===== config.mk =====
export PLATFORM = sky130hd
export DESIGN_NAME = wiit_merge
export DESIGN_NICKNAME = d
export VERILOG_FILES = /design/src/rtl/wiit_pkg.sv /design/src/rtl/wiit_merge.sv
export SDC_FILE = /design/constraint.sdc
export NUM_CORES = 1
export LEC_CHECK = 0
export ABC_AREA = 1
export BUFFER_PORTS_ARGS = -buffer_cell sky130_fd_sc_hd__buf_2
export CAP_MARGIN = 0
export CORE_AREA = 2 2 236 238
export DETAILED_ROUTE_END_ITERATION = 7
export DIE_AREA = 0 0 238 240
export GPL_TIMING_DRIVEN = 0
export PLACE_DENSITY_LB_ADDON = 0.3
export SLEW_MARGIN = 20
export SYNTH_ARGS = -nofsm -noshare
export SYNTH_HDL_FRONTEND = slang
export SYNTH_SLANG_ARGS = --single-unit
export TNS_END_PERCENT = 5

===== constraint.sdc =====
create_clock -name clk_i -period 1.6 [get_ports clk_i]
set_input_delay 0 -clock clk_i [delete_from_list [all_inputs] [get_ports clk_i]]
set_output_delay 0 -clock clk_i [all_outputs]
set_load 0.01 [all_outputs]

===== src/rtl/wiit_pkg.sv =====
// shared types and constants for the world inverse inertia tensor block
`timescale 1ns / 1ps
package wiit_pkg;

  localparam int AXIS_W   = 16;  // signed Q1.15 axis component
  localparam int INV_W    = 32;  // unsigned Q16.16 inverse inertia
  localparam int PROD_W   = 32;  // axis times axis, Q2.30
  localparam int TERM_W   = 63;  // axis product times inertia, Q17.46
  localparam int SUM_W    = 65;  // three terms, Q19.46
  localparam int OUT_W    = 36;  // signed Q20.16 result
  localparam int FRAC_SHR = 30;  // Q.46 down to Q.16
  localparam int N_AXES   = 3;
  localparam int N_LANES  = 6;

  typedef enum logic [1:0] {
    COL_X = 2'd0,
    COL_Y = 2'd1,
    COL_Z = 2'd2
  } wiit_col_e;

  // lane order xx, xy, xz, yy, yz, zz
  localparam wiit_col_e LANE_I [N_LANES] = '{COL_X, COL_X, COL_X, COL_Y, COL_Y, COL_Z};
  localparam wiit_col_e LANE_J [N_LANES] = '{COL_X, COL_Y, COL_Z, COL_Y, COL_Z, COL_Z};

  typedef struct packed {
    logic prod_en;
    logic scale_en;
    logic sum_en;
    logic out_en;
  } wiit_en_t;

endpackage


===== src/rtl/wiit_merge.sv =====
// rounds and saturates the lane sums into the shared output register
`timescale 1ns / 1ps
module wiit_merge
  import wiit_pkg::*;
(
  input  logic                    clk_i,
  input  wiit_en_t                en_i,
  input  logic signed [SUM_W-1:0] sum_i    [N_LANES],
  output logic signed [OUT_W-1:0] tensor_o [N_LANES]
);

  localparam logic signed [SUM_W-1:0] RND_HALF = SUM_W'(64'd1 << (FRAC_SHR - 1));
  localparam logic signed [SUM_W-1:0] OUT_MAX  = SUM_W'((65'sd1 <<< (OUT_W - 1)) - 65'sd1);
  localparam logic signed [SUM_W-1:0] OUT_MIN  = -SUM_W'(65'sd1 <<< (OUT_W - 1));

  logic signed [OUT_W-1:0] res_d [N_LANES];
  logic signed [OUT_W-1:0] res_q [N_LANES];

  // nearest, ties toward plus infinity
  always_comb begin
    logic signed [SUM_W-1:0] rnd;
    logic signed [SUM_W-1:0] sh;
    for (int l = 0; l < N_LANES; l++) begin
      rnd = sum_i[l] + RND_HALF;
      sh  = rnd >>> FRAC_SHR;
      if (sh > OUT_MAX) begin
        res_d[l] = OUT_MAX[OUT_W-1:0];
      end else if (sh < OUT_MIN) begin
        res_d[l] = OUT_MIN[OUT_W-1:0];
      end else begin
        res_d[l] = sh[OUT_W-1:0];
      end
    end
  end

  always_ff @(posedge clk_i) begin
    if (en_i.out_en) begin
      for (int l = 0; l < N_LANES; l++) begin
        res_q[l] <= res_d[l];
      end
    end
  end

  assign tensor_o = res_q;

endmodule


; ---- After elaboration in Yosys (flattened, before gate mapping)
; Index checks and enable logic that the tools add are counted.
[totals]
n_memories = 0
ramBits = 0
inputBits = 395
mem_bits_ro = 0
ff_bits = 216
latch_bits = 0
word_cells = 30
[op_classes]
n_mux = 6
n_lt_le_gt_ge = 12
shift = 0
mul = 0
eq_ne = 0
n_div = 0
n_bitwise = 0
reduce_logical = 0
n_addsub = 6
[ops]
columns = operator, n
row1 = $add A65 B31 Y65 const B, 6
row2 = $gt A35 B36 Y1 const B, 6
row3 = $lt A35 B36 Y1 const B, 6
row4 = $mux W36, 6

; ---- Logic depth before layout (Yosys ltp)
; Gate-level depths: netlist of run 1.
[depth]
ltp_word = 3
depth_mapped = 10
mapped_depth_nobuf = 10

; ---- Worst setup path after synthesis of run 1
; Ideal clock, no wire load.
[synth_timing]
path_type = input -> register
from = input sum_i[94] (netlist name)
to = register res_q (netlist bit tensor_o[61]) (data pin)
cell_stages = 7
path_slack_ns = 0.370
arrival_time_ns = 0.973
setup_ns = 0.258
required_time_ns = 1.342
path_buffers = 0
cell_sequence = ha_1 -> nand2_1 -> nor2_1 -> nand3_1 -> nor2_1 -> nand2_1 -> xnor2_1
[synth_via]
elab_chain_cells = 3
word_cells_on_any_way = 4
[synth_rtl]
columns = item, line_no
row1 = "start, declared", wiit_merge.sv:8  ; input logic signed [SUM_W-1:0] sum_i [N_LANES],
row2 = $add A65 B31 Y65 (*), wiit_merge.sv:24  ; rnd = sum_i[l] + RND_HALF;
row3 = $lt A35 B36 Y1, wiit_merge.sv:28  ; end else if (sh < OUT_MIN) begin
row4 = $mux W36, wiit_merge.sv:28
row5 = "end signal, assigned by index", wiit_merge.sv:39  ; res_q[l] <= res_d[l];
row6 = "end, declared", wiit_merge.sv:17  ; logic signed [OUT_W-1:0] res_q [N_LANES];
; Every way passes the cells marked *; elsewhere a longest branch is shown, timed or not.
; A chain may end at the register's enable or synchronous reset.

; ---- Worst setup path in the final report of run 1
[layout_timing]
from = input sum_i[378] (netlist name)
to = register res_q (netlist bit tensor_o[214]) (data pin)
; Same word-level chain as after synthesis.

==> out/metrics.yaml, run 1 <==
status: "finished with violations"
violations: "negative hold slack"
holdWs_ps: -101
numCtsBuffers: 27
drt-initial-drc-count: 527
fin_crit_ps: 1600
drv_cap: 0
postRouteAntennaNets: 0
p_comb_frac: 0.178
postCtsHoldBufs: 282
drv_slew: 0
final_layout_size_suffix_gt1_frac: 0.244
clk_pin_slew_ps: 60
grt_max_degree: 80
end_kind: "register"
rsz0062_at_grt: "true"
p_per_area_nw_per_um2: 803
start_util: 0.228
power_switching_mw: 4.28
clkPwrFrac: 0.383
cp_data_arrival_time_ps: 1910
synth_nets: 1915
area_delta_synth_final_pct: 56.4
worstMarginPinSlew_ps: 626
hp-class: "input pin to register"
largest_register_ffs: 216
grt_pass1_vias: 12800
hp-start: "en_i[0]"
synthCells: 1514
post_drt_wl_per_cell_um: 17.0
hold_end: "tensor_o[205]"
wl_um: 50700
pwr-share-seq: 0.439
num_vias: 12900
hpwlAfterDp_um: 38800
overflow: 0
cts_tree: "yes"
clock_sinks: 216
root_buffer: "clkbuf_16"
max_freq_mhz: 626
yosys_warnings: 0
synthesis.area_sq_um: 12500
synth-seq-cells: 216
gp_congestion: 0.915
grt_pass1_wl_um: 73900
cts_buffer_depth: 3
htree_num_levels: 1
yosysUniqueCellTypes: 22
die_width_um: 238
core_sq_um: 54700
start_kind: "input pin"
rows: 86
critPathLaunch: "sum_i[378]"
critPathMaxFanout: 5
grt_use_total: 0.170
finalCritPeriodShare: 0.999
synth.avg_cell_area_sq_um: 8.24
routed_via_density: 4.33
critPathRequiredTime_ps: 1910
nets: 2661
drc_errors: 0
drtPass1Iterations: 5
worstHoldPathCells: 1
total_leakage_power_nw: 8.56
slew_headroom: 0.583
io_buffers: 433
fp.dieH_um: 240
ir_worst_vdd_v: 0.000740
p_int_mw: 11.4
io_pins: 611
p_sw_frac: 0.273
critPathKind: "input pin to register"
hold_viol_final: 37
grt_antenna_before_repair: 12
ys_seq_area_frac: 0.520
finalSetupViolCount: 0
dieArea_sq_um: 57100
fin_util: 0.357
-- synth_stat cells --
library cell	count	area, sq um
nor2_4	6	67.6
nor3_1	24	120
xnor2_1	62	543
o22ai_1	1	6.26
o21bai_1	1	7.51
nand3_1	93	465
clkbuf_1	6	22.5
inv_1	191	717
nand3b_1	4	30.0
a21o_1	1	7.51
and2_1	8	50.1
edfxtp_1	216	6490
nor2_2	16	100
nor3b_1	1	7.51
o21ai_0	6	30.0
nand2_1	514	1930
nor3b_2	1	12.5
xor2_1	76	666
nor2_1	248	931
nand2_2	1	6.26
nand4_1	32	200
ha_1	6	75.1
-- per-stage QoR --
stage | cells | power [mW] | setup TNS, ps | cell area, sq um | setup WS [ps]
global route | 2986 | 16.4 | -474 | 19500 | -74.8
CTS | 2983 | 15.9 | 0 | 19300 | 1.03
detailed placement | 2653 | 9.18 | -8740 | 15600 | -184
finish | 2988 | 15.7 | 0 | 19500 | 1.44
floorplan | 1514 | 7.82 | 0 | 12500 | 370
global placement | 2651 | 9.20 | -584520 | 15500 | -2740
-- area by class of cell --
cell class	instances	area, sq um
Tap cell	704	881
Buffer	6	22.5
Antenna cell	5	12.5
Multi-Input combinational cell	1101	5470
Inverter	191	717
Sequential cell	216	6490
Clock inverter	19	158
Clock buffer	29	683
Timing Repair Buffer	717	5090
Fill cell	5718	35100
-- power groups by stage --
stage / logic (mW) / registers (mW) / clock network [mW]
floorplan: 0.566 / 7.25 / 0
global placement: 2.17 / 7.03 / 0
detailed placement: 2.18 / 7.00 / 0
CTS: 2.76 / 6.90 / 6.25
global route: 3.04 / 6.93 / 6.44
finish: 2.79 / 6.89 / 6.00
-- worst max-delay path by stage --
stage | end
final | tensor_o[214]
after global routing | tensor_o[34]
after CTS | tensor_o[34]
after detailed placement | tensor_o[205]
after global placement | tensor_o[120]
after floorplan | tensor_o[61]
-- critical path: stages --
cell,delay [ps]
dlygate4sd3_1,520
buf_2,150
nand2_1,90
nor2_1,150
nand2_1,110
nor2_2,120
nand3_1,80
nand2_1,60
dlygate4sd3_1,570
nand2_1,60
-- layer usage --
layer / part of all wire / vias to the layer above / global-route usage
li1: - / 6351 / -
met1: 0.43 / 5982 / 0.215
met2: 0.44 / 498 / 0.271
met3: 0.092 / 102 / 0.0534
met4: 0.036 / 8 / 0.0633
met5: 0.00089 / - / 0
-- placed cells by master (no fill, tap or decap), types with 2 or more instances in the layout --
| master | count |
|---|---|
| edfxtp_1 | 216 |
| o21ai_0 | 6 |
| diode_2 | 5 |
| nand2_1 | 506 |
| nor2_1 | 212 |
| ha_1 | 6 |
| buf_2 | 424 |
| clkbuf_4 | 2 |
| nand2_2 | 9 |
| dlymetal6s4s_1 | 5 |
| nor3_1 | 19 |
| clkinv_4 | 2 |
| nor3_2 | 5 |
| inv_1 | 191 |
| clkinv_2 | 9 |
| nor2_2 | 41 |
| bufinv_16 | 2 |
| clkinv_1 | 3 |
| clkinvlp_4 | 2 |
| xor2_1 | 75 |
| xnor2_1 | 62 |
| nor2_4 | 17 |
| buf_16 | 2 |
| and2_4 | 2 |
| nand3b_1 | 4 |
| nand3_2 | 3 |
| nand3_1 | 90 |
| nand4_1 | 32 |
| dlygate4sd3_1 | 277 |
| buf_4 | 6 |
| clkbuf_1 | 8 |
| clkbuf_16 | 27 |
| and2_1 | 6 |
-- repair_timing --
item,4_1_cts,5_1_grt
hold endpoints to repair,287,59
setup buffers,0,0
gates resized for setup,0,80
endpoints found under the setup margin,0,39
-- logic make-up (layout without fill, tap and decap cells) --
logic type / count (synthesis) / in the layout / share of synthesized area
XOR/XNOR: 138 / 138 / 0.0968
AND/OR/NAND/NOR: 948 / 948 / 0.314
buffers and inverters: 197 / 962 / 0.0592
AO/OA/AOI/OAI: 9 / 9 / 0.00411
flip-flops: 216 / 216 / 0.520
adder cells (fa/ha/maj): 6 / 6 / 0.00601
other: 0 / 5 / 0
(Power assumes the default switching activity.)
==> run 2: changes to the inputs <==
Settings changed: ABC_AREA 1 to not set.
Clock period 1.6 ns to 1.4 ns, I/O delays scaled along.
==> out/metrics.yaml, run 2 <==
finalCritPeriodShare: 1.01
drc_errors: 0  # unchanged
synthMostInstantiatedCell: "edfxtp_1"
die_width_um: 238  # unchanged
yosys_warnings: 0  # unchanged
root_buffer: "clkbuf_16"
final_layout_size_suffix_gt1_frac: 0.315  # +0.0708
p_int_mw: 12.6  # +10%
grt_antenna_before_repair: 3  # -9
slowest_delay_ps: 580  # about the same
final_cells: 2307  # -23%
start_kind: "input pin"
pwr-share-seq: 0.465  # +0.026
drtPass1Iterations: 4  # -1
p_comb_frac: 0.166  # -0.012
rsz0062_at_grt: "true"
nets: 1988  # -25%
cp_data_arrival_time_ps: 1690  # -220 ps
yosysUniqueCellTypes: 29  # +32%
p_per_area_nw_per_um2: 968  # +20%
final_common_cell: "buf_2"
violations: "negative setup slack"
drt-initial-drc-count: 393  # -25%
setup_slack_ps: -8.93  # -10.4 ps
max_freq_mhz: 710
ir_worst_vdd_v: 0.000916  # +24%
synthCells: 839  # -45%
setup_tns_ps: -8.93  # -8.93 ps
finalSetupViolCount: 1  # +1
area_delta_synth_final_pct: 63.8
cts_buffer_depth: 3  # unchanged
hp-class: "input pin to register"
htree_num_levels: 1  # unchanged
total_leakage_power_nw: 6.87  # -20%
start_util: 0.195  # -0.0332
netlist.area_leader.share: 0.608  # +0.0885
most-common-layout-cells: "433 x buf_2, 272 x dlygate4sd3_1, 216 x edfxtp_1"
hp-start: "sum_i[113]"
fp.dieH_um: 240  # unchanged
hold_viol_final: 0  # -100%
gp_congestion: 0.856  # -6.5%
synth_nets: 1240  # -35%
critPathKind: "input pin to register"
grt_pass1_vias: 9985  # -22%
grt_max_degree: 95  # +19%
cpMaxStageDelayCell: "dlygate4sd3_1"
routed_via_density: 4.23  # -2.4%
io_pins: 611  # unchanged
numCtsBuffers: 27  # unchanged
synthesis.area_sq_um: 10700  # -15%
io_buffers: 433  # unchanged
clkPwrFrac: 0.369  # -0.014
synthAdderAreaFrac: 0.00704  # +0.00102
fin_crit_ps: 1410
drv_slew: 0  # unchanged
power_switching_mw: 4.32  # +0.90%
dp.cells: 1978  # -25%
dieArea_sq_um: 57100  # unchanged
clock_sinks: 216  # unchanged
hpwlAfterDp_um: 28700  # -26%
drv_cap: 0  # unchanged
worstMarginPinSlew_ps: 997  # +371 ps
cp_num_buf_inv: 3  # unchanged
crit_chain: "buf_2, ha_1, and3_1, clkbuf_1, nand4_1, xnor2_1, dlygate4sd3_1"
num_vias: 9754  # -25%
grt_pass1_wl_um: 58800  # -20%
wl_um: 39900  # -21%
synth_compound_area_frac: 0  # -0.00411
end_kind: "register"
post_drt_wl_per_cell_um: 17.3  # +1.8%
synth-seq-cells: 216  # unchanged
yosysTopAreaCell: "edfxtp_1"
synthFlopType: "edfxtp_1"
status: "finished with violations"
critPathRequiredTime_ps: 1680  # -230 ps
slew_headroom: 0.329  # -0.253
grt_use_total: 0.133  # -0.0368
core_sq_um: 54700  # unchanged
synth-edff-count: 216  # unchanged
synth_xor_xnor_area_share: 0.172  # +0.0756
p_sw_frac: 0.255  # -0.0175
synth.area.mux_share: 0  # unchanged
synthArstFlopShare: 0  # unchanged
synth_top_family_by_area: "simple AND/OR/NAND/NOR gates"
clk_pin_slew_ps: 60  # about the same
critPathMaxFanout: 8  # +3
rows: 86  # unchanged
postRouteAntennaNets: 0  # unchanged
hold_end: "tensor_o[54]"
ys_seq_area_frac: 0.608  # +0.0885
synthTopCellsByArea: "edfxtp_1 61%, xnor2_1 12%, xor2_1 5.1%"
largest_register_ffs: 216  # unchanged
cpLargestDelayFamily: "buffers and inverters"
cts_tree: "yes"
synth-simple-area-share: 0.198  # -0.116
holdWs_ps: 13.7  # +115 ps
overflow: 0  # unchanged
ys_top_cells_by_count: "216 x edfxtp_1, 148 x xnor2_1, 84 x nand4_1"
synth.avg_cell_area_sq_um: 12.7  # +54%
worstHoldPathCells: 3  # +2
## run 2: what timing repair did
action	CTS	global route
endpoints found under the setup margin	33	168
pin swaps	2	8
endpoints found under the hold margin	287	1
hold buffers	274	1
gates resized for setup	3	26
setup buffers	5	4
## run 2: cell families (layout without fill, tap and decap cells)
group         after synthesis  in the layout
other cells                 0              1
fa+ha+maj                   6              6
flops                     216            216
xor+xnor                  210            210
buf+inv                    40            803
simple gates              367            367
## run 2: how the worst max path moves through the flow
| stage | endpoint | cells past startpoint | from |
|---|---|---|---|
| floorplan | tensor_o[139] | 5 | sum_i[224] |
| global placement | tensor_o[97] | 1 | en_i[0] |
| detailed placement | tensor_o[178] | 5 | sum_i[291] |
| CTS | tensor_o[178] | 6 | sum_i[314] |
| global route | tensor_o[31] | 7 | sum_i[52] |
| finish | tensor_o[83] | 7 | sum_i[159] |
## run 2: stage by stage
stage / utilization / cell area, sq um / worst slack (ps) / power, mW
floorplan: - / 10700 / -33.9 / 8.69
global placement: 0.251 / 13700 / -2940 / 10.2
detailed placement: 0.252 / 13800 / -1010 / 10.2
CTS: 0.317 / 17300 / 2.13 / 17.2
global route: 0.320 / 17500 / -103 / 17.6
finish: 0.320 / 17500 / -8.93 / 16.9
## run 2: layer usage
layer / routed length [um] / vias to the layer above / global-route usage
met5: 21 / - / 0
met4: 1140 / 4 / 0.0413
met3: 3690 / 74 / 0.0456
met2: 18600 / 355 / 0.221
met1: 16400 / 4680 / 0.162
li1: - / 4641 / -
## run 2: final cells by class
cell class | instances | area, sq um
Inverter | 17 | 63.8
Buffer | 23 | 96.3
Fill cell | 5599 | 37200
Multi-Input combinational cell | 583 | 4110
Tap cell | 704 | 881
Antenna cell | 1 | 2.50
Clock inverter | 10 | 48.8
Timing Repair Buffer | 719 | 5080
Sequential cell | 216 | 6490
Clock buffer | 34 | 702
## run 2: power groups by stage
stage	logic (mW)	registers, mW	clock network, mW
global placement	2.14	8.04	0
finish	2.81	7.87	6.23
global route	3.04	7.92	6.69
detailed placement	2.16	8.00	0
CTS	2.80	7.87	6.51
floorplan	0.410	8.28	0
