File: config.mk
export PLATFORM = sky130hd
export DESIGN_NAME = wiit_ctl
export DESIGN_NICKNAME = d
export VERILOG_FILES = /design/src/rtl/wiit_pkg.sv /design/src/rtl/wiit_ctl.sv
export SDC_FILE = /design/constraint.sdc
export NUM_CORES = 1
export LEC_CHECK = 0
export BUFFER_PORTS_ARGS = -buffer_cell sky130_fd_sc_hd__buf_2
export CORE_AREA = 2 2 39 41
export CTS_BUF_LIST = sky130_fd_sc_hd__clkbuf_4 sky130_fd_sc_hd__clkbuf_8
export DETAILED_ROUTE_END_ITERATION = 10
export DIE_AREA = 0 0 41 43
export PLACE_DENSITY = 0.44
export SLEW_MARGIN = 30
export SYNTH_ARGS = -nofsm -noshare
export SYNTH_HDL_FRONTEND = slang
export SYNTH_SLANG_ARGS = --single-unit
export TNS_END_PERCENT = 20
File: constraint.sdc
create_clock -name clk_i -period 1.6 [get_ports clk_i]
set_input_delay 0.24 -clock clk_i [delete_from_list [all_inputs] [get_ports clk_i]]
set_output_delay 0.24 -clock clk_i [all_outputs]
set_load 0.01 [all_outputs]
File: src/rtl/wiit_pkg.sv
// shared types and constants for the world inverse inertia tensor block
`timescale 1ns / 1ps
package wiit_pkg;

  localparam int AXIS_W   = 16;  // signed Q1.15 axis component
  localparam int INV_W    = 32;  // unsigned Q16.16 inverse inertia
  localparam int PROD_W   = 32;  // axis times axis, Q2.30
  localparam int TERM_W   = 63;  // axis product times inertia, Q17.46
  localparam int SUM_W    = 65;  // three terms, Q19.46
  localparam int OUT_W    = 36;  // signed Q20.16 result
  localparam int FRAC_SHR = 30;  // Q.46 down to Q.16
  localparam int N_AXES   = 3;
  localparam int N_LANES  = 6;

  typedef enum logic [1:0] {
    COL_X = 2'd0,
    COL_Y = 2'd1,
    COL_Z = 2'd2
  } wiit_col_e;

  // lane order xx, xy, xz, yy, yz, zz
  localparam wiit_col_e LANE_I [N_LANES] = '{COL_X, COL_X, COL_X, COL_Y, COL_Y, COL_Z};
  localparam wiit_col_e LANE_J [N_LANES] = '{COL_X, COL_Y, COL_Z, COL_Y, COL_Z, COL_Z};

  typedef struct packed {
    logic prod_en;
    logic scale_en;
    logic sum_en;
    logic out_en;
  } wiit_en_t;

endpackage

File: src/rtl/wiit_ctl.sv
// pipeline valid tracking and per-stage load enables
`timescale 1ns / 1ps
module wiit_ctl
  import wiit_pkg::*;
(
  input  logic     clk_i,
  input  logic     rst_ni,
  input  logic     in_valid_i,
  output logic     in_stall_o,
  output logic     out_valid_o,
  input  logic     out_stall_i,
  output wiit_en_t en_o
);

  logic v1_q, v2_q, v3_q, v4_q;
  logic adv1, adv2, adv3, adv4;

  // a stage may load when empty or when its content moves on
  assign adv4 = !v4_q || !out_stall_i;
  assign adv3 = !v3_q || adv4;
  assign adv2 = !v2_q || adv3;
  assign adv1 = !v1_q || adv2;

  assign in_stall_o  = !adv1;
  assign out_valid_o = v4_q;

  assign en_o.prod_en  = adv1;
  assign en_o.scale_en = adv2;
  assign en_o.sum_en   = adv3;
  assign en_o.out_en   = adv4;

  always_ff @(posedge clk_i or negedge rst_ni) begin
    if (!rst_ni) begin
      v1_q <= 1'b0;
      v2_q <= 1'b0;
      v3_q <= 1'b0;
      v4_q <= 1'b0;
    end else begin
      if (adv1) v1_q <= in_valid_i;
      if (adv2) v2_q <= v1_q;
      if (adv3) v3_q <= v2_q;
      if (adv4) v4_q <= v3_q;
    end
  end

endmodule

# After elaboration in Yosys (flattened, before gate mapping)
# Index checks and enable logic that the tools add are counted.
[word_totals]
output_inout_bits = 6
regBits = 4
elab_cells = 14
[op_classes]
reduce_logical = 10
[ops]
columns = ["operator", "count"]
rows = [
  ["1-bit logical NOT", 6],
  ["1-bit logical OR", 4],
]

# Depth between registers and ports, before layout
# Gate-level depths: netlist (run 1).
[logic_depth]
ltp_word = 6
ltp_mapped = 3
ltp_nobuf = 2

# Least setup slack after synthesis (run 1)
# Ideal clock, no wire load.
[synth_path]
path_kind = "flip-flop to output port"
start = "reg v4_q, in the netlist out_valid_o"
end = "out en_o[3] (netlist name)"
path_slack_ns = 0.441
arrival_ns = 0.919
path_stages_with_launch = 4
path_cell_list = "dfrtp_1 > nand4_4 > or2_1 > buf_4"
[synth_between]
elab_chain_cells = 5
[synth_lines]
columns = ["element", "line_no", "text"]
rows = [
  ["from (decl)", "wiit_ctl.sv:15", "logic v1_q, v2_q, v3_q, v4_q;"],
  ["from (signal assigned)", "wiit_ctl.sv:42", "if (adv4) v4_q <= v3_q;"],
  ["1-bit logical NOT", "wiit_ctl.sv:19", "assign adv4 = !v4_q || !out_stall_i;"],
  ["1-bit logical OR", "wiit_ctl.sv:19", ""],
  ["1-bit logical OR", "wiit_ctl.sv:20", "assign adv3 = !v3_q || adv4;"],
  ["1-bit logical OR", "wiit_ctl.sv:21", "assign adv2 = !v2_q || adv3;"],
  ["via adv2", "wiit_ctl.sv:16", "logic adv1, adv2, adv3, adv4;"],
  ["1-bit logical OR", "wiit_ctl.sv:22", "assign adv1 = !v1_q || adv2;"],
  ["to (decl)", "wiit_ctl.sv:12", "output wiit_en_t en_o"],
]
# The timed path passes the listed nets, and every way through them passes these cells.

==> run_results.csv, run 1 <==
group,metric,value,unit
run_status,result_of_the_run,"completed",
clocking,clock_sinks,4,
clocking,cts_root_buf,"sky130_fd_sc_hd__clkbuf_4",
timing,maxSlewHeadroom,89.2,%
timing,worst_pin_slew,0.163,ns
critical_path,end_kind,"output port",
clocking,cts_htree_levels,1,
critical_path,worst_r2r_endpoint,"v1_q$_DFFE_PN0P_",
final_layout,syn_to_final_growth,34.2,%
clocking,cts_resized,0,
route,drc,0,
floorplanning,start_util,14.3,%
critical_path,setup.worst_path.class,"reg2out",
clocking,cts-hold-fix-buffers,1,
yosys,synth.yosys.warnings,0,
critical_path,timing.critical_path.required,1.36,ns
clocking,path_clk_slew,0.04,ns
power,power.leakage,0.121,nW
timing,worst_clock_skew,0.00415,ns
route,via_count_normalized_by_instance_count,3.47,
timing,finalCriticalPeriod,1.37,ns
timing,setup_viol,0,
route,drt_pre_antenna_iters,1,
critical_path,worst_setup_path_start_kind,"flop",
yosys,netlist.top_cell.by_area,"sky130_fd_sc_hd__dfrtp_1",
critical_path,path_max_fanout,5,
power,power_per_cell_area,1140,nW/µm²
global_route,grt_first_pass_wirelength,614,µm
timing,final-hold-violation-count,0,
power,worst_ir_drop_vdd,0.415,mV
critical_path,reg2reg_depth,2,
floorplanning,area_of_the_core,1380,µm²
power,design_power_total,0.302,mW
global_route,grt_total_ovfl,0,
route,finalWirelength,357,µm
critical_path,critPathArrivalTime,1.13,ns
final_layout,design_area,265,µm²
route,route.antenna.remaining_nets,0,
yosys,synth_sequential_area_ratio,50.6,%
route,drt_iter0_drc,0,
critical_path,rrSetupSlack,0.86,ns
timing,timing.final.max_slew_violations,0,
yosys,syn_area_per_cell,11.0,µm²
floorplanning,fp.dieArea,1760,µm²
critical_path,startpoint_of_the_lowest_slack_register_to_register_path,"out_valid_o$_DFFE_PN0P_",
timing,post-route-period-util,85.8,%
global_route,first_global_vias,156,
timing,post_route_setup_tns,0,ns
timing,achievable_freq,729,MHz
hold_path,hold_class,"in2reg",
floorplanning,ioPinCount,10,
job,max_cap_viol_count,0,
floorplanning,die_h,43,µm
global_route,grtUsageTotal,6.04,%
placed_design,dpl.hpwl,273,µm
final_layout,finish.net_count,33,
yosys,synth_top_area_share,50.6,%
yosys,yosysUniqueCellTypes,10,
yosys,ys_ff_latch,4,
final_layout,proportion_of_layout_cells_with_a_drive_suffix_above_1,48.1,%
yosys,syn-cell-area,198,µm²
placed_design,placed_area,233,µm²
clocking,cts_tree,"done",
global_route,initial_antenna_violation_count,0,
floorplanning,fp-row-count,14,
clocking,worstSkewPairLatency,0.24,ns
timing,finalHoldWorstSlack,0.193,ns
route,wl_per_cell,8.30,µm
global_route,grt_max_degree,6,
final_layout,antenna_cells_inserted,0,
critical_path,worstSetupEndpoint,"en_o[3]",
clocking,postCtsSetupBuffers,0,
timing,rsz0062_at_grt,"no",
placed_design,port_buffers,9,
critical_path,worstSetupStartpoint,"out_valid_o$_DFFE_PN0P_",
yosys,synth_area_leaders,"sky130_fd_sc_hd__dfrtp_1, sky130_fd_sc_hd__buf_4, sky130_fd_sc_hd__nand4_4, sky130_fd_sc_hd__nand2b_1, sky130_fd_sc_hd__nand2_1",
placed_design,gp_routability_congestion,0.579,
route,detailroute.via_count,149,
clocking,numCtsBuffers,3,
yosys,gate_count_of_the_mapped_netlist,18,
yosys,synthesis.nets,22,
clocking,clk_path_buf_depth,2,
floorplanning,dieWidth,41,µm
## metrics by stage
stage / util (%) / setup slack (ns) / std cells
after global placement: 16.8 / 0.490 / 39
after detailed placement: 16.8 / 0.463 / 39
after CTS: 19.2 / 0.199 / 43
after floorplan: - / 0.441 / 18
after global routing: 19.2 / 0.154 / 43
final: 19.2 / 0.228 / 43
## power breakdown
part	internal, mW	total [mW]	leakage [nW]	switching [mW]
Clock	0.0841	0.128	0.0138	0.0436
Combinational	0.0248	0.0518	0.0649	0.0270
Sequential	0.112	0.122	0.0420	0.0103
Total	0.221	0.302	0.121	0.0809
## routing by layer
| metal | up-vias | global-route usage (%) | wire length (µm) |
|---|---|---|---|
| met5 | - | 0 | 0 |
| met4 | 0 | 2.00 | 0 |
| met3 | 0 | 7.85 | 66 |
| met2 | 13 | 7.19 | 129 |
| met1 | 64 | 6.15 | 161 |
| li1 | 72 | - | - |
## layout by cell type (no fill, tap or decap)
cell type	synthesis	final
sky130_fd_sc_hd__or2_1	1	1
sky130_fd_sc_hd__nand2_1	2	2
sky130_fd_sc_hd__dlygate4sd3_1	0	1
sky130_fd_sc_hd__inv_1	1	1
sky130_fd_sc_hd__clkbuf_4	0	3
sky130_fd_sc_hd__o21bai_1	1	1
sky130_fd_sc_hd__nor2_1	1	1
sky130_fd_sc_hd__nand2b_1	2	2
sky130_fd_sc_hd__buf_2	0	9
sky130_fd_sc_hd__dfrtp_1	4	4
sky130_fd_sc_hd__nand4_4	1	1
sky130_fd_sc_hd__nand3_1	1	1
## area by class of cell
| type | instances | area [µm²] |
|---|---|---|
| inverters | 1 | 3.75 |
| repair buffers | 10 | 55.1 |
| fillers | 153 | 1120 |
| flip-flops and latches | 4 | 100 |
| well taps | 16 | 20.0 |
| multi-input cells | 9 | 63.8 |
| clock buffers | 3 | 22.5 |
## sequential cells by signal (all words and copies together), names as in the netlist
name / count
v3_q: 1
v1_q: 1
v2_q: 1
out_valid_o: 1
## how the worst min path moves through the flow
stage                     startpoint                      end  cells past startpoint  slack (ns)
after global routing      in_valid_i         v1_q$_DFFE_PN0P_                      2        0.21
after global placement        rst_ni  out_valid_o$_DFFE_PN0P_                      1        0.04
after detailed placement      rst_ni  out_valid_o$_DFFE_PN0P_                      1        0.05
after floorplan               rst_ni  out_valid_o$_DFFE_PN0P_                      0       -0.06
after CTS                 in_valid_i         v1_q$_DFFE_PN0P_                      2        0.19
final                     in_valid_i         v1_q$_DFFE_PN0P_                      2        0.19
## cell families after synthesis
group	after synthesis	share of synthesized area (%)
DFF	4	50.6
buffers and inverters	5	17.1
AOI/OAI and AO/OA	1	3.80
and+or+nand+nor	8	28.5
## cells in the mapped netlist
library cell               count
sky130_fd_sc_hd__buf_4         4
sky130_fd_sc_hd__dfrtp_1       4
sky130_fd_sc_hd__inv_1         1
sky130_fd_sc_hd__nand2_1       2
sky130_fd_sc_hd__nand2b_1      2
sky130_fd_sc_hd__nand3_1       1
sky130_fd_sc_hd__nand4_4       1
sky130_fd_sc_hd__nor2_1        1
sky130_fd_sc_hd__o21bai_1      1
sky130_fd_sc_hd__or2_1         1
## worst max-delay path, stage by stage, from the launching register on
cell                      delay [ns]
sky130_fd_sc_hd__dfrtp_1        0.41
sky130_fd_sc_hd__nand4_4        0.14
sky130_fd_sc_hd__or2_1          0.22
sky130_fd_sc_hd__buf_2          0.14
Note: power is estimated with default switching activity, not from simulation.
==> run 2: changes to the inputs <==
--- a/config.mk
+++ b/config.mk
@@ -5,9 +5,11 @@
 export SDC_FILE = /design/constraint.sdc
 export NUM_CORES = 1
 export LEC_CHECK = 0
+export ABC_AREA = 1
 export BUFFER_PORTS_ARGS = -buffer_cell sky130_fd_sc_hd__buf_2
 export CORE_AREA = 2 2 39 41
 export CTS_BUF_LIST = sky130_fd_sc_hd__clkbuf_4 sky130_fd_sc_hd__clkbuf_8
+export CTS_CLUSTER_DIAMETER = 50
 export DETAILED_ROUTE_END_ITERATION = 10
 export DIE_AREA = 0 0 41 43
 export PLACE_DENSITY = 0.44
==> run_results.csv, run 2 <==
group,metric,value,unit
run_status,result_of_the_run,"completed",
clocking,cts_tree,"done",
floorplanning,ioPinCount,10,
route,via_count_normalized_by_instance_count,3.09,
clocking,cts_root_buf,"sky130_fd_sc_hd__clkbuf_4",
yosys,syn_area_per_cell,9.41,µm²
placed_design,port_buffers,9,
final_layout,postLayoutCoreUtil,19.2,%
global_route,grtUsageTotal,5.55,%
timing,finalCriticalPeriod,1.30,ns
route,drt_iter0_drc,6,
yosys,ys_ff_latch,4,
critical_path,startpoint_of_the_lowest_slack_register_to_register_path,"out_valid_o$_DFFE_PN0P_",
route,drt_pre_antenna_iters,2,
route,drc,0,
yosys,netlist.top_cell.by_area,"sky130_fd_sc_hd__dfrtp_1",
timing,timing.final.max_slew_violations,0,
clocking,clock_sinks,4,
yosys,synth-edff-count,0,
yosys,synthesis.nets,25,
yosys,synth_async_sr_flop_share,100,%
critical_path,setup.worst_path.class,"reg2out",
yosys,yosysUniqueCellTypes,8,
clocking,path_clk_slew,0.04,ns
job,max_cap_viol_count,0,
route,route.antenna.remaining_nets,0,
route,detailroute.via_count,142,
final_layout,layout.cells.most_common_list,"sky130_fd_sc_hd__buf_2, sky130_fd_sc_hd__inv_1, sky130_fd_sc_hd__nand2_1, sky130_fd_sc_hd__dfrtp_1, sky130_fd_sc_hd__clkbuf_4",
final_layout,design_area,265,µm²
power,power_per_cell_area,1130,nW/µm²
clocking,cts_resized,0,
placed_design,gp_routability_congestion,0.644,
floorplanning,die_h,43,µm
critical_path,timing.critical_path.required,1.36,ns
power,power.leakage,0.145,nW
critical_path,path_max_fanout,4,
global_route,grt_total_ovfl,0,
final_layout,ff_latch_area,100,µm²
clocking,cts-hold-fix-buffers,1,
final_layout,final_common_cell,"sky130_fd_sc_hd__buf_2",
floorplanning,fp.dieArea,1760,µm²
final_layout,proportion_of_layout_cells_with_a_drive_suffix_above_1,50.0,%
floorplanning,dieWidth,41,µm
clocking,worstSkewPairLatency,0.24,ns
power,worst_ir_drop_vdd,0.507,mV
floorplanning,start_util,14.3,%
global_route,first_global_vias,128,
timing,post_route_setup_tns,0,ns
yosys,synth_area_leaders,"sky130_fd_sc_hd__dfrtp_1, sky130_fd_sc_hd__buf_4, sky130_fd_sc_hd__inv_1, sky130_fd_sc_hd__nand2_1, sky130_fd_sc_hd__nor2_4",
timing,rsz0062_at_grt,"no",
critical_path,critPathArrivalTime,1.06,ns
clocking,cts_htree_levels,1,
timing,maxSlewHeadroom,92.2,%
timing,post-route-period-util,81.1,%
clocking,clk_path_buf_depth,2,
yosys,most_numerous_cell_in_the_yosys_netlist,"sky130_fd_sc_hd__inv_1",
placed_design,placed_area,233,µm²
clocking,numCtsBuffers,3,
timing,setup_viol,0,
yosys,synth.yosys.warnings,0,
timing,achievable_freq,770,MHz
floorplanning,area_of_the_core,1380,µm²
yosys,synthFlopType,"sky130_fd_sc_hd__dfrtp_1",
yosys,post_synth_most_frequent_cells,"sky130_fd_sc_hd__inv_1, sky130_fd_sc_hd__buf_4, sky130_fd_sc_hd__dfrtp_1, sky130_fd_sc_hd__nand2_1",
hold_path,hold_class,"in2reg",
timing,setup_slack,0.302,ns
timing,final-hold-violation-count,0,
global_route,grt_first_pass_wirelength,510,µm
critical_path,worst_setup_path_start_kind,"flop",
placed_design,dpl.hpwl,240,µm
global_route,grt_max_degree,5,
critical_path,worstSetupStartpoint,"out_valid_o$_DFFE_PN0P_",
timing,worst_pin_slew,0.117,ns
hold_path,hold_path.startpoint,"in_valid_i",
final_layout,fill_cells,152,
clocking,postCtsSetupBuffers,0,
final_layout,antenna_cells_inserted,0,
critical_path,end_kind,"output port",
placed_design,preCtsSetupSlack,0.548,ns
timing,worst_clock_skew,0.00106,ns
yosys,gate_count_of_the_mapped_netlist,21,
final_layout,finish.net_count,36,
floorplanning,fp-row-count,14,
yosys,synth_sequential_area_ratio,50.6,%
global_route,initial_antenna_violation_count,0,
route,finalWirelength,318,µm
yosys,synth_top_area_share,50.6,%
yosys,syn-cell-area,198,µm²
final_layout,multi_input_area,48.8,µm²
route,wl_per_cell,6.91,µm
final_layout,syn_to_final_growth,34.2,%
## run 2: metal layers
metal	GRT usage [%]	part of all wire (%)	vias up
met1	4.90	46	53
met5	0	0	-
met4	4.00	2.5	0
met3	9.42	21	2
li1	-	-	75
met2	5.00	30	12
## run 2: critical path: stages (launching register included)
cell	delay (ns)
sky130_fd_sc_hd__dfrtp_1	0.34
sky130_fd_sc_hd__nand2_2	0.09
sky130_fd_sc_hd__nor2_4	0.12
sky130_fd_sc_hd__nand3_2	0.09
sky130_fd_sc_hd__inv_1	0.06
sky130_fd_sc_hd__buf_2	0.12
## run 2: worst paths after layout
check,end,slack (ns),cells past startpoint
worst max register to register,v3_q$_DFFE_PN0P_,0.76,3
min in group asynchronous,out_valid_o$_DFFE_PN0P_,0.33,2
worst min register to register,out_valid_o$_DFFE_PN0P_,0.48,2
max in group asynchronous,v1_q$_DFFE_PN0P_,1.15,2
worst max-delay path,in_stall_o,0.30,5
worst min-delay path,v1_q$_DFFE_PN0P_,0.18,3
## run 2: area by class of cell
cell class / instances / share of cell area [%]
Inverter: 5 / 7.08
Clock buffer: 3 / 8.49
Multi-Input combinational cell: 8 / 18.4
Sequential cell: 4 / 37.7
Tap cell: 16 / 7.55
Timing Repair Buffer: 10 / 20.8
## run 2: cells by family after synthesis
| kind of cell | count (synthesis) | synth area share (%) |
|---|---|---|
| DFF | 4 | 50.6 |
| and+or+nand+nor | 8 | 24.7 |
| buffers and inverters | 9 | 24.7 |
## run 2: through the flow
step                      hold WS, ns  std cells  power (mW)
after floorplan               -0.0556         21       0.163
after global placement         0.0500         42       0.171
after detailed placement       0.0494         42       0.172
after CTS                       0.178         46       0.306
after global routing            0.191         46       0.326
final                           0.184         46       0.299
## run 2: report_power, final
part,switching (mW),internal [mW]
Combinational,0.0301,0.0228
Sequential,0.00613,0.112
Clock,0.0436,0.0840
==> run 3: changes to the inputs <==
--- a/config.mk
+++ b/config.mk
@@ -12,7 +12,7 @@
 export CTS_CLUSTER_DIAMETER = 50
 export DETAILED_ROUTE_END_ITERATION = 10
 export DIE_AREA = 0 0 41 43
-export PLACE_DENSITY = 0.44
+export PLACE_DENSITY = 0.45
 export SLEW_MARGIN = 30
 export SYNTH_ARGS = -nofsm -noshare
 export SYNTH_HDL_FRONTEND = slang
==> constraint.sdc (replaced) <==
create_clock -name clk_i -period 1.15 [get_ports clk_i]
set_input_delay 0.1725 -clock clk_i [delete_from_list [all_inputs] [get_ports clk_i]]
set_output_delay 0.1725 -clock clk_i [all_outputs]
set_load 0.01 [all_outputs]
==> run_results.csv, run 3 (synthesis results as in run 2) <==
group,metric,value,unit
global_route,grt_first_pass_wirelength,517,µm
clocking,worstSkewPairLatency,0.23,ns
timing,achievable_freq,827,MHz
critical_path,crit_chain,"nand2_2 -> nor2_4 -> nand3_2 -> inv_1 -> buf_2",
final_layout,postLayoutCoreUtil,19.6,%
route,drc,0,
critical_path,path_max_fanout,4,
floorplanning,ioPinCount,10,
clocking,cts_tree,"done",
clocking,postCtsSetupBuffers,0,
floorplanning,fp.dieArea,1760,µm²
route,drt_pre_antenna_iters,1,
timing,post-route-period-util,105,%
timing,setup_viol,3,
route,finalWirelength,302,µm
final_layout,layout.cells.most_common_list,"sky130_fd_sc_hd__buf_2, sky130_fd_sc_hd__inv_1, sky130_fd_sc_hd__nand2_1, sky130_fd_sc_hd__dfrtp_1, sky130_fd_sc_hd__clkbuf_4",
final_layout,final_common_cell,"sky130_fd_sc_hd__buf_2",
global_route,initial_antenna_violation_count,0,
hold_path,hold_class,"in2reg",
critical_path,critPathArrivalTime,1.04,ns
critical_path,worst_r2r_endpoint,"v3_q$_DFFE_PN0P_",
floorplanning,start_util,14.3,%
final_layout,syn_to_final_growth,37.3,%
route,via_count_normalized_by_instance_count,3.13,
hold_path,hold_path.startpoint,"in_valid_i",
critical_path,reg2reg_depth,3,
hold_path,hold_path_end,"v1_q$_DFFE_PN0P_",
placed_design,gp_routability_congestion,0.540,
global_route,first_global_vias,135,
final_layout,proportion_of_layout_cells_with_a_drive_suffix_above_1,50.0,%
clocking,clock_sinks,4,
timing,worst_clock_skew,0.00309,ns
timing,setup_slack,-0.0589,ns
clocking,path_clk_slew,0.04,ns
floorplanning,fp-row-count,14,
critical_path,timing.critical_path.slowest_cell_delay,0.34,ns
run_status,failing_checks,"negative setup slack",
floorplanning,dieWidth,41,µm
clocking,cts_htree_levels,1,
floorplanning,die_h,43,µm
power,power.leakage,0.147,nW
timing,worst_pin_slew,0.112,ns
final_layout,fill_cells,156,
critical_path,rrSetupSlack,0.31,ns
hold_path,hold-path-cell-count,3,
power,worst_ir_drop_vdd,0.626,mV
power,power_per_cell_area,1530,nW/µm²
route,drt_iter0_drc,0,
timing,timing.final.max_slew_violations,0,
critical_path,timing.critical_path.required,0.98,ns
critical_path,setup.worst_path.class,"reg2out",
placed_design,port_buffers,9,
global_route,grt_max_degree,5,
clocking,clk_path_buf_depth,2,
job,max_cap_viol_count,0,
placed_design,placed_area,233,µm²
global_route,grtUsageTotal,5.03,%
placed_design,dpl.hpwl,257,µm
timing,finalCriticalPeriod,1.21,ns
run_status,result_of_the_run,"finished, violations left",
global_route,grt_total_ovfl,0,
critical_path,worst_setup_path_start_kind,"flop",
clocking,numCtsBuffers,3,
critical_path,startpoint_of_the_lowest_slack_register_to_register_path,"out_valid_o$_DFFE_PN0P_",
timing,final-hold-violation-count,0,
final_layout,finish.net_count,36,
critical_path,timing.critical_path.max_delay_family,"flip-flops",
timing,maxSlewHeadroom,92.5,%
critical_path,crit_slowest_cell,"sky130_fd_sc_hd__dfrtp_1",
route,wl_per_cell,6.57,µm
final_layout,design_area,272,µm²
clocking,cts_root_buf,"sky130_fd_sc_hd__clkbuf_4",
floorplanning,area_of_the_core,1380,µm²
timing,rsz0062_at_grt,"yes",
route,route.antenna.remaining_nets,0,
final_layout,antenna_cells_inserted,0,
critical_path,end_kind,"output port",
critical_path,worst-path-buf-inv,2,
route,detailroute.via_count,144,
[run 3: cell count changes in the layout (fill, tap and decap cells not counted)]
| cell | before | now |
|---|---|---|
| sky130_fd_sc_hd__buf_6 | 0 | 1 |
| sky130_fd_sc_hd__buf_2 | 9 | 8 |
[run 3: timing repair]
action / 4_1_cts / 5_1_grt
endpoints found under the setup margin: 3 / 4
resized for setup: 0 / 1
hold buffers: 1 / 0
endpoints found under the hold margin: 4 / 0
[run 3: power breakdown]
group / switching [mW] / internal (mW) / leakage (nW)
Combinational: 0.0426 / 0.0363 / 0.0917
Clock: 0.0547 / 0.117 / 0.0138
Sequential: 0.00819 / 0.156 / 0.0419
Total: 0.105 / 0.309 / 0.147
[run 3: area by class of cell]
type	count	area [µm²]	share of cell area, %
multi-input combinational	8	48.8	18.0
clock buffer	3	22.5	8.29
timing repair buffer	10	61.3	22.6
tap	16	20.0	7.37
inverter	5	18.8	6.91
sequential	4	100	36.9
[run 3: through the flow]
| stage | setup slack [ns] | total power, mW | hold WS (ns) | TNS [ns] | cells |
|---|---|---|---|---|---|
| 4_1_cts | -0.0875 | 0.423 | 0.125 | -0.200 | 46 |
| 2_1_floorplan | 0.170 | 0.227 | -0.123 | 0 | 21 |
| 6_report | -0.0589 | 0.414 | 0.131 | -0.120 | 46 |
| 3_5_place_dp | 0.169 | 0.239 | -0.0167 | 0 | 42 |
| 3_3_place_gp | 0.174 | 0.238 | -0.0172 | 0 | 42 |
| 5_1_grt | -0.157 | 0.450 | 0.153 | -0.412 | 46 |
[run 3: worst max path at each step]
stage | startpoint | endpoint | slack [ns] | depth (start not counted)
3_5_place_dp | out_valid_o$_DFFE_PN0P_ | in_stall_o | 0.17 | 5
4_1_cts | out_valid_o$_DFFE_PN0P_ | in_stall_o | -0.09 | 5
2_1_floorplan | out_valid_o$_DFFE_PN0P_ | en_o[3] | 0.17 | 4
5_1_grt | out_valid_o$_DFFE_PN0P_ | in_stall_o | -0.16 | 5
6_report | out_valid_o$_DFFE_PN0P_ | in_stall_o | -0.06 | 5
3_3_place_gp | out_valid_o$_DFFE_PN0P_ | in_stall_o | 0.17 | 5
[run 3: worst register-to-register path, stage by stage, from the launching register on]
cell,delay [ns]
sky130_fd_sc_hd__dfrtp_1,0.37
sky130_fd_sc_hd__nand2_2,0.11
sky130_fd_sc_hd__nor2_4,0.05
sky130_fd_sc_hd__or2_1,0.20
[run 3: metal layers]
layer | routed length (µm) | vias up | track usage, %
met4 | 0 | 0 | 0
li1 | - | 75 | -
met2 | 118 | 9 | 6.56
met1 | 136 | 60 | 4.53
met3 | 47 | 0 | 7.85
met5 | 0 | - | 0
